===== src/hw/rtl/lal_pkg.sv =====
// Shared constants for the least-loaded assignment block.
`timescale 1ns / 1ps
`default_nettype none

package lal_pkg;

  localparam int MAX_PROCS_DEF = 16;
  localparam int LOAD_BITS_DEF = 40;

  localparam int CELLS_W  = 24;
  localparam int RANK_W   = 4;
  localparam int ACTIVE_W = 5;
  localparam int LIDX_W   = 16;
  localparam int CFG_W    = 5;
  localparam int CFG_IDX_W = 1;

  // Configuration register indexes
  localparam logic [CFG_IDX_W-1:0] REG_MY_RANK      = 1'b0;
  localparam logic [CFG_IDX_W-1:0] REG_ACTIVE_PROCS = 1'b1;

  localparam logic [ACTIVE_W-1:0] ACTIVE_RESET = 5'd16;

endpackage

`default_nettype wire


===== src/hw/rtl/least_loaded_assignment.sv =====
// Top level: greedy least-loaded assignment of work items to processors.
//
// Each accepted beat carries one item's cell count. The block scans the stored
// load of every active processor, one memory read per cycle, picks the lowest
// index with the smallest load, adds the count (saturating) and returns one
// result beat. An item occupies the block from acceptance through the scan to
// its update; it takes no new item meanwhile, as the load memory has a single
// read port for the scan. A pending result in the output register does
// not stop the next item from being accepted, but that item holds in its
// update cycle until the result beat is taken. first_of_run clears every load
// and the local index counter in the cycle of acceptance; the load valid bits
// clear on reset, so no clearing pass is needed after reset.
`timescale 1ns / 1ps
`default_nettype none

module least_loaded_assignment #(
  parameter int MAX_PROCS = lal_pkg::MAX_PROCS_DEF,
  parameter int LOAD_BITS = lal_pkg::LOAD_BITS_DEF
) (
  input  wire logic                           clk,
  input  wire logic                           rst,
  input  wire logic                           cfg_we,
  input  wire logic [lal_pkg::CFG_IDX_W-1:0]  cfg_index,
  input  wire logic [lal_pkg::CFG_W-1:0]      cfg_data,
  input  wire logic                           in_valid,
  output logic                                in_ready,
  input  wire logic [lal_pkg::CELLS_W-1:0]    item_cells,
  input  wire logic                           first_of_run,
  output logic                                out_valid,
  input  wire logic                           out_ready,
  output logic      [lal_pkg::RANK_W-1:0]     target_proc,
  output logic                                is_mine,
  output logic      [lal_pkg::LIDX_W-1:0]     local_index,
  output logic                                load_saturated
);

  localparam int PIDX_W = (MAX_PROCS > 2) ? $clog2(MAX_PROCS) : 1;
  localparam int CNT_A  = $clog2(MAX_PROCS + 1);
  localparam int CNT_W  = (CNT_A > lal_pkg::ACTIVE_W) ? CNT_A : lal_pkg::ACTIVE_W;
  localparam int RW     = (PIDX_W > lal_pkg::RANK_W) ? PIDX_W : lal_pkg::RANK_W;

  typedef enum logic [2:0] {
    S_IDLE   = 3'b001,
    S_SCAN   = 3'b010,
    S_UPDATE = 3'b100
  } state_t;

  state_t                         state;
  logic [lal_pkg::RANK_W-1:0]     my_rank;
  logic [lal_pkg::ACTIVE_W-1:0]   active_procs;
  logic [lal_pkg::CELLS_W-1:0]    cells_q;
  logic [lal_pkg::LIDX_W-1:0]     own_count;
  logic [CNT_W-1:0]               issue_idx;
  logic [CNT_W-1:0]               data_idx;
  logic [PIDX_W-1:0]              best_idx;
  logic [LOAD_BITS-1:0]           best_load;

  logic                           accept;
  logic                           clear;
  logic [CNT_W-1:0]               act_ext;
  logic [CNT_W-1:0]               n_act;
  logic                           last;
  logic [PIDX_W-1:0]              rd_addr;
  logic [LOAD_BITS-1:0]           rd_load;
  logic                           take;
  logic [LOAD_BITS:0]             sum;
  logic                           sat;
  logic [LOAD_BITS-1:0]           new_load;
  logic [RW-1:0]                  best_ext;
  logic                           mine;
  logic                           out_free;
  logic                           wr_en;

  assign in_ready = (state == S_IDLE);
  assign accept   = in_valid && in_ready;
  assign clear    = accept && first_of_run;

  // Active count clamped to 1..MAX_PROCS
  always_comb begin
    act_ext = CNT_W'(active_procs);
    n_act   = act_ext;
    if (act_ext == '0) begin
      n_act = CNT_W'(1);
    end else if (act_ext > CNT_W'(MAX_PROCS)) begin
      n_act = CNT_W'(MAX_PROCS);
    end
  end

  assign last    = (data_idx == n_act - CNT_W'(1));
  assign rd_addr = (state == S_IDLE) ? '0 : issue_idx[PIDX_W-1:0];
  assign take    = (data_idx == '0) || (rd_load < best_load);

  assign sum      = {1'b0, best_load} + (LOAD_BITS + 1)'(cells_q);
  assign sat      = sum[LOAD_BITS];
  assign new_load = sat ? '1 : sum[LOAD_BITS-1:0];
  assign best_ext = RW'(best_idx);
  assign mine     = (best_ext == RW'(my_rank));
  assign out_free = !out_valid || out_ready;
  assign wr_en    = (state == S_UPDATE) && out_free;

  lal_load_mem #(
    .MAX_PROCS (MAX_PROCS),
    .LOAD_BITS (LOAD_BITS),
    .PIDX_W    (PIDX_W)
  ) u_mem (
    .clk     (clk),
    .rst     (rst),
    .clear   (clear),
    .rd_addr (rd_addr),
    .rd_load (rd_load),
    .wr_en   (wr_en),
    .wr_addr (best_idx),
    .wr_data (new_load)
  );

  always_ff @(posedge clk) begin
    if (rst) begin
      my_rank      <= '0;
      active_procs <= lal_pkg::ACTIVE_RESET;
    end else if (cfg_we) begin
      case (cfg_index)
        lal_pkg::REG_MY_RANK:      my_rank      <= cfg_data[lal_pkg::RANK_W-1:0];
        lal_pkg::REG_ACTIVE_PROCS: active_procs <= cfg_data;
        default: ;
      endcase
    end
  end

  always_ff @(posedge clk) begin
    if (rst) begin
      state     <= S_IDLE;
      own_count <= '0;
      out_valid <= 1'b0;
    end else begin
      if (wr_en) begin
        out_valid <= 1'b1;
      end else if (out_ready) begin
        out_valid <= 1'b0;
      end
      case (state)
        S_IDLE: begin
          if (accept) begin
            if (first_of_run) begin
              own_count <= '0;
            end
            state <= S_SCAN;
          end
        end
        S_SCAN: begin
          if (last) begin
            state <= S_UPDATE;
          end
        end
        S_UPDATE: begin
          // Hold until the output register is free
          if (out_free) begin
            if (mine) begin
              own_count <= own_count + 1'b1;
            end
            state <= S_IDLE;
          end
        end
        default: state <= S_IDLE;
      endcase
    end
  end

  // Datapath registers
  always_ff @(posedge clk) begin
    case (state)
      S_IDLE: begin
        if (accept) begin
          cells_q   <= item_cells;
          issue_idx <= CNT_W'(1);
          data_idx  <= '0;
        end
      end
      S_SCAN: begin
        if (take) begin
          best_idx  <= data_idx[PIDX_W-1:0];
          best_load <= rd_load;
        end
        issue_idx <= issue_idx + CNT_W'(1);
        data_idx  <= data_idx + CNT_W'(1);
      end
      S_UPDATE: begin
        if (out_free) begin
          target_proc    <= best_ext[lal_pkg::RANK_W-1:0];
          is_mine        <= mine;
          local_index    <= mine ? own_count : '0;
          load_saturated <= sat;
        end
      end
      default: ;
    endcase
  end

  a_accept_scan: assert property (@(posedge clk) disable iff (rst)
    accept |=> (state == S_SCAN))
    else $error("accepted item did not start a scan");

  a_best_in_range: assert property (@(posedge clk) disable iff (rst)
    (state == S_UPDATE) |-> (CNT_W'(best_idx) < n_act))
    else $error("chosen processor outside the active set");

  a_mine_rank: assert property (@(posedge clk) disable iff (rst)
    (out_valid && is_mine) |-> (target_proc == my_rank))
    else $error("own item reported for another processor");

  a_index_zero: assert property (@(posedge clk) disable iff (rst)
    (out_valid && !is_mine) |-> (local_index == '0))
    else $error("local index set on a foreign item");

  a_count_step: assert property (@(posedge clk) disable iff (rst)
    (wr_en && mine && !clear) |=> (own_count == $past(own_count) + 1'b1))
    else $error("own counter did not advance");

endmodule

`default_nettype wire


===== src/hw/rtl/lal_load_mem.sv =====
// Per-processor load memory with registered read and valid bits for run clearing.
`timescale 1ns / 1ps
`default_nettype none

module lal_load_mem #(
  parameter int MAX_PROCS = lal_pkg::MAX_PROCS_DEF,
  parameter int LOAD_BITS = lal_pkg::LOAD_BITS_DEF,
  parameter int PIDX_W    = (MAX_PROCS > 2) ? $clog2(MAX_PROCS) : 1
) (
  input  wire logic                 clk,
  input  wire logic                 rst,
  input  wire logic                 clear,
  input  wire logic [PIDX_W-1:0]    rd_addr,
  output logic      [LOAD_BITS-1:0] rd_load,
  input  wire logic                 wr_en,
  input  wire logic [PIDX_W-1:0]    wr_addr,
  input  wire logic [LOAD_BITS-1:0] wr_data
);

  logic [LOAD_BITS-1:0] mem [MAX_PROCS];
  logic [MAX_PROCS-1:0] vld;
  logic [LOAD_BITS-1:0] rd_q;
  logic                 rd_vq;

  always_ff @(posedge clk) begin
    if (rst || clear) begin
      vld <= '0;
    end else if (wr_en) begin
      vld[wr_addr] <= 1'b1;
    end
  end

  always_ff @(posedge clk) begin
    if (wr_en) begin
      mem[wr_addr] <= wr_data;
    end
  end

  // A clear on the same edge wins over the old valid bit
  always_ff @(posedge clk) begin
    rd_q  <= mem[rd_addr];
    rd_vq <= vld[rd_addr] & ~clear;
  end

  assign rd_load = rd_vq ? rd_q : '0;

endmodule

`default_nettype wire

===== config.mk =====
export PLATFORM = sky130hd
export DESIGN_NAME = least_loaded_assignment
export DESIGN_NICKNAME = d
export VERILOG_FILES = /design/src/hw/rtl/lal_pkg.sv /design/src/hw/rtl/least_loaded_assignment.sv /design/src/hw/rtl/lal_load_mem.sv
export SDC_FILE = /design/constraint.sdc
export NUM_CORES = 1
export LEC_CHECK = 0
export BUFFER_PORTS_ARGS = -buffer_cell sky130_fd_sc_hd__buf_2
export CAP_MARGIN = 5
export CORE_MARGIN = 3
export CORE_UTILIZATION = 50
export DETAILED_ROUTE_END_ITERATION = 10
export GPL_TIMING_DRIVEN = 0
export HOLD_SLACK_MARGIN = 0.05
export PLACE_DENSITY_LB_ADDON = 0.25
export SLEW_MARGIN = 30
export SYNTH_ARGS = -nofsm -noshare
export SYNTH_HDL_FRONTEND = slang
export SYNTH_SLANG_ARGS = --single-unit

===== constraint.sdc =====
create_clock -name clk -period 11.3 [get_ports clk]
set_clock_uncertainty 0.05 [all_clocks]
set_input_delay 3.39 -clock clk [delete_from_list [all_inputs] [get_ports clk]]
set_output_delay 3.39 -clock clk [all_outputs]
set_load 0.05 [all_outputs]

== Word level (Yosys, flattened, before mapping) ==
Memories as Yosys holds them, arrays and structs flattened. A register that Yosys moved wholly into a read port is not among the register bits.
Index checks and enable logic that the tools add are counted.
Cells by class
  muxes and demuxes: 26
  add/subtract/negate cells: 5
  equality and inequality tests: 10
  $lt $le $gt $ge: 5
  bitwise gates (word level): 4
  reductions and logical operators: 21
Operator list (number)
  40-bit two-way mux: 2
  16-bit two-way mux: 4
  40-bit by 24-bit adder with 41-bit output: 1
  40-bit < comparator: 1
  16-bit one-hot mux with 2 select lines: 1
  5-bit two-way mux: 4
  5-bit one-hot mux with 2 select lines: 2
  16-bit by 1-bit adder with 16-bit output (second input constant): 1
  16-bit bitwise OR: 1
  2-bit AND reduction: 6
  5-bit by 1-bit adder with 5-bit output (second input constant): 2
  5-bit logical NOT: 2
  4-bit by 5-bit < comparator with 1-bit output (second input constant): 2
  3-bit two-way mux: 3
  3-bit one-hot mux with 3 select lines: 1
  1-bit two-way mux: 6
  2-bit != test (second input constant): 3
  2-bit nonzero test: 3
  5-bit equality test: 1
  5-bit greater-than comparator (second input constant): 1
  5-bit AND reduction: 1
  5-bit by 1-bit subtractor with 5-bit output (second input constant): 1
  1-bit binary-select mux with 4-bit select: 1
  1-bit demux with 4-bit select: 1
  13 further kinds: 20
Word-level totals
  bits of input ports: 36
  register bits: 146
  output and inout port bits: 24
  memory bits (writable): 640
  logic and storage cells: 88
  memories kept: 1
Memories
  u_mem.mem: words 16, bits a word 40, rd ports 1, clocked after Yosys merged registers in 1, wr ports 1, line lal_load_mem.sv:20  | logic [LOAD_BITS-1:0] mem [MAX_PROCS];

== Longest topological paths before layout ==
  word-level depth: 7
  depth in mapped cells: 12
  gate-level depth less buffers: 11

== Modules after synthesis ==
A second synthesis with hierarchy kept.
Unflattened totals
  cell total of the unflattened synthesis: 1780
  area, all modules: 33075.5 sq um
Modules (own cells, without submodules)
  lal_load_mem: seq. area each 20359.5 sq um, cells each 1095, times used 1, area each 25670.9 sq um
  least_loaded_assignment: seq. area each 3553.4 sq um, cells each 685, times used 1, area each 7404.6 sq um

== Worst setup path after synthesis ==
Ideal clock, no wire load.
  path type: in2reg
  start point: input port out_ready
  end point: memory u_mem.mem[0][0] (netlist name), enable pin
  required time: 10761 ps
  path buffers: 1
  setup slack: 3058 ps
  data arrival time: 7703 ps
  stages: 5
  setup time: 489 ps
  path through: nand2b_1 and2_0 clkbuf_1 or3b_2 nor3_1
On the way
  word-level cells in the longest chain between the ends: 4
RTL lines
  from (decl): line least_loaded_assignment.sv:30  | input wire logic out_ready,
  1-bit logical OR: line least_loaded_assignment.sv:98  | assign out_free = !out_valid || out_ready;
  1-bit logical AND: line least_loaded_assignment.sv:99  | assign wr_en = (state == S_UPDATE) && out_free;
  named net u_mem.wr_en: line lal_load_mem.sv:15  | input wire logic wr_en,
  1-bit two-way mux: line lal_load_mem.sv:34  | if (wr_en) begin
  1-bit two-way mux (implied by the code): line lal_load_mem.sv:35  | mem[wr_addr] <= wr_data;
  to (decl): line lal_load_mem.sv:20
The timed path passes the listed nets, and every way through them passes these cells.

== Worst setup path in the final report ==
  start point: register state[2]
  end point: output port in_ready
On the way
  word-level cells in the longest chain between the ends: 1
RTL lines
  from (decl): line least_loaded_assignment.sv:48  | state_t state;
  from (signal assigned): line least_loaded_assignment.sv:131  | state <= S_IDLE;
  from (signal assigned): line least_loaded_assignment.sv:146  | state <= S_SCAN;
  from (signal assigned): line least_loaded_assignment.sv:151  | state <= S_UPDATE;
  3-bit by 1-bit equality test with 1-bit output: line least_loaded_assignment.sv:74  | assign in_ready = (state == S_IDLE);
  to (decl): line least_loaded_assignment.sv:26  | output logic in_ready,
No other way between the ends.

==> reports/metrics.yaml <==
timing:
  fmax_ghz: 0.153
  rsz0062_at_grt: "false"
  hold_violations: 0
  setup_viol: 0
  final.period_utilization: 0.578
  relSlewSlack: 0.300
  fin_tns_setup_ns: 0
  tightestPinTransition_ns: 1.05
  drv_slew: 0
  period_needed_ns: 6.53
drt:
  first_iter_violations: 2574
  ant_nets: 0
  dr.pass1.iters: 5
  wire_per_inst_um: 25.9
  wirelength_um: 92300
  drc: 0
  via_per_inst: 6.09
  num_vias: 21700
global_routing:
  grt-ovfl-total: 0
  first_global_vias: 21752
  grt_max_degree: 28
  met2_usage: 0.408
  met3_usage: 0.0485
  grt.total_usage: 0.250
  grt_pass1_wl_um: 137000
  busiest_layer: "met2"
  grt_antenna_before_repair: 2
  grtUsageMet1: 0.337
critical_path:
  worstPathMaxFanout: 10
  cp-end-kind: "primary output"
  arrival_ns: 3.09
  cpMaxStageDelayCell: "clkbuf_1"
  path_cells: "nand2b_1 > or2_1 > clkbuf_1 > inv_1 > clkbuf_2 > clkbuf_1 > buf_2"
  start_kind: "flop"
  path_delay_family: "buffers and inverters"
  critPathKind: "flop to primary output"
  cp_data_required_time_ns: 7.86
  crit_top_cell: "clkbuf_1"
  cpPeakStageDelay_ns: 0.57
  worstSetupPathDepth: 7
  reg2regPathDepth: 12
  crit_buf_inv: 5
min_path:
  hold_class: "flop to flop"
  hold_depth: 0
pwr:
  p_per_area_mw_per_mm2: 183
  peakVddDrop_uv: 145
  power.leakage_nw: 13.8
  p_total_mw: 7.31
run:
  maxCapViolations: 0
logic_synthesis:
  synth_top_area_frac: 0.640
  yosysMostFrequentCell: "edfxtp_1"
  synth_seq_cells: 825
  yosys_most_used_dff: "edfxtp_1"
  yosys-top-cells-area: "edfxtp_1 64%, mux2_2 6.5%, dfxtp_1 5.0%"
  yosysTopAreaCell: "edfxtp_1"
  ys_seq_area_frac: 0.690
  netlist_top_cells_count: "739 x edfxtp_1, 204 x a21oi_1, 200 x mux2_2"
  netlist-cell-type-count: 74
  syn_inst: 2371
  synth_edf_count: 739
  synth_async_sr_flop_share: 0
  ys.warnings.count: 0
  syn_avg_cell_area_sq_um: 14.6
  syn_nets: 2476
  syn-cell-area_sq_mm: 0.0347
clock_tree:
  postCtsSetupBuffers: 0
  cts_resized: 0
  h-tree-depth: 3
  clock-sinks: 825
  cts_hold_buf: 0
  clk-insertion-delay-late_ns: 0.64
  clkSlewWorstSetupHoldPaths_ns: 0.06
  cts-buffers-inserted: 82
  clk_path_buf_depth: 3
  clockRootBuffer: "clkbuf_16"
  cts_tree: "yes"
place:
  place_area_sq_mm: 0.0373
  hpwl_um: 63900
  gp_congestion: 0.906
  io_buffers: 58
finish:
  fillerInstances: 5075
  fin_nets: 2679
  final_cell_area_sq_mm: 0.0400
  area_growth_pct: 15.4
  drive_gt1_frac: 0.194
  diodes: 0
die:
  dieArea_sq_mm: 0.0725
  die_x_um: 269
  initial_core_util: 0.511
  num_rows: 95
  ioPinCount: 60
  fp.dieH_um: 269
  core_sq_mm: 0.0679
status:
  status: "complete, no violations"
[per-stage QoR]
step           std cells   util  hold slack [ns]  setup WS [ns]
2_1_floorplan       2371      -            0.374           3.06
3_3_place_gp        3350  0.532            0.383         -0.559
3_5_place_dp        3411  0.550            0.382           4.76
4_1_cts             3562  0.589            0.396           4.43
5_1_grt             3562  0.589            0.403           4.62
6_report            3562  0.589            0.403           4.77
[cell type report]
class / count / area, sq um / area share
well taps: 921 / 1150 / 0.0288
plain buffers: 142 / 596 / 0.0149
repair buffers: 119 / 1340 / 0.0334
multi-input cells: 1347 / 10100 / 0.253
flip-flops and latches: 825 / 23900 / 0.598
clock inverters: 40 / 427 / 0.0107
clock buffers: 111 / 2250 / 0.0564
inverters: 57 / 214 / 0.00535
[path summary, 6_finish.rpt]
check | from | end | slack, ns
min reg2reg | best_ext[0]$_DFFE_PP_ | target_proc[0]$_DFFE_PP_ | 0.40
max | state[2]$_SDFFE_PP0P_ | in_ready | 4.77
max reg2reg | u_mem.rd_vq$_DFF_P_ | best_load[9]$_DFFE_PP_ | 6.52
min | best_ext[0]$_DFFE_PP_ | target_proc[0]$_DFFE_PP_ | 0.40
[where the power goes]
| group | internal, mW | switching, mW | total, mW |
|---|---|---|---|
| clock | 1.61 | 1.13 | 2.74 |
| sequential | 3.51 | 0.0394 | 3.55 |
| combinational | 0.317 | 0.714 | 1.03 |
| total | 5.43 | 1.88 | 7.31 |
[layout by cell type, fill, tap and decap left out, drive strengths merged, types with 72 or more instances in the layout]
cell type  count
edfxtp       739
clkbuf       220
a21oi        204
mux2         200
buf          152
dfxtp         86
nor2          86
a221oi        83
nand2         72
[kinds of logic after synthesis]
family,Yosys count,share of synthesized area
AOI/OAI and AO/OA,558,0.104
xor gates and xnor gates,50,0.0126
adders and majority gates,69,0.0251
buffers and inverters,199,0.0231
DFF,825,0.690
muxes,250,0.0798
and+or+nand+nor,420,0.0650
[flip-flops by register name, summed over array words and instances, names as in the netlist]
signal          count
state               3
load_saturated      1
u_mem.rd_q         40
u_mem.rd_vq         1
my_rank             4
cells_q            24
u_mem.mem         640
issue_idx           4
out_valid           1
target_proc         4
u_mem.vld          16
best_load          40
data_idx            5
local_index        16
best_ext            4
act_ext             5
is_mine             1
own_count          16
[routing by layer]
layer,vias to the layer above,share of wire
li1,9610,-
met1,10904,0.40
met2,1028,0.48
met3,158,0.089
met4,0,0.031
met5,-,0
Power figures use the tool's default switching activity.
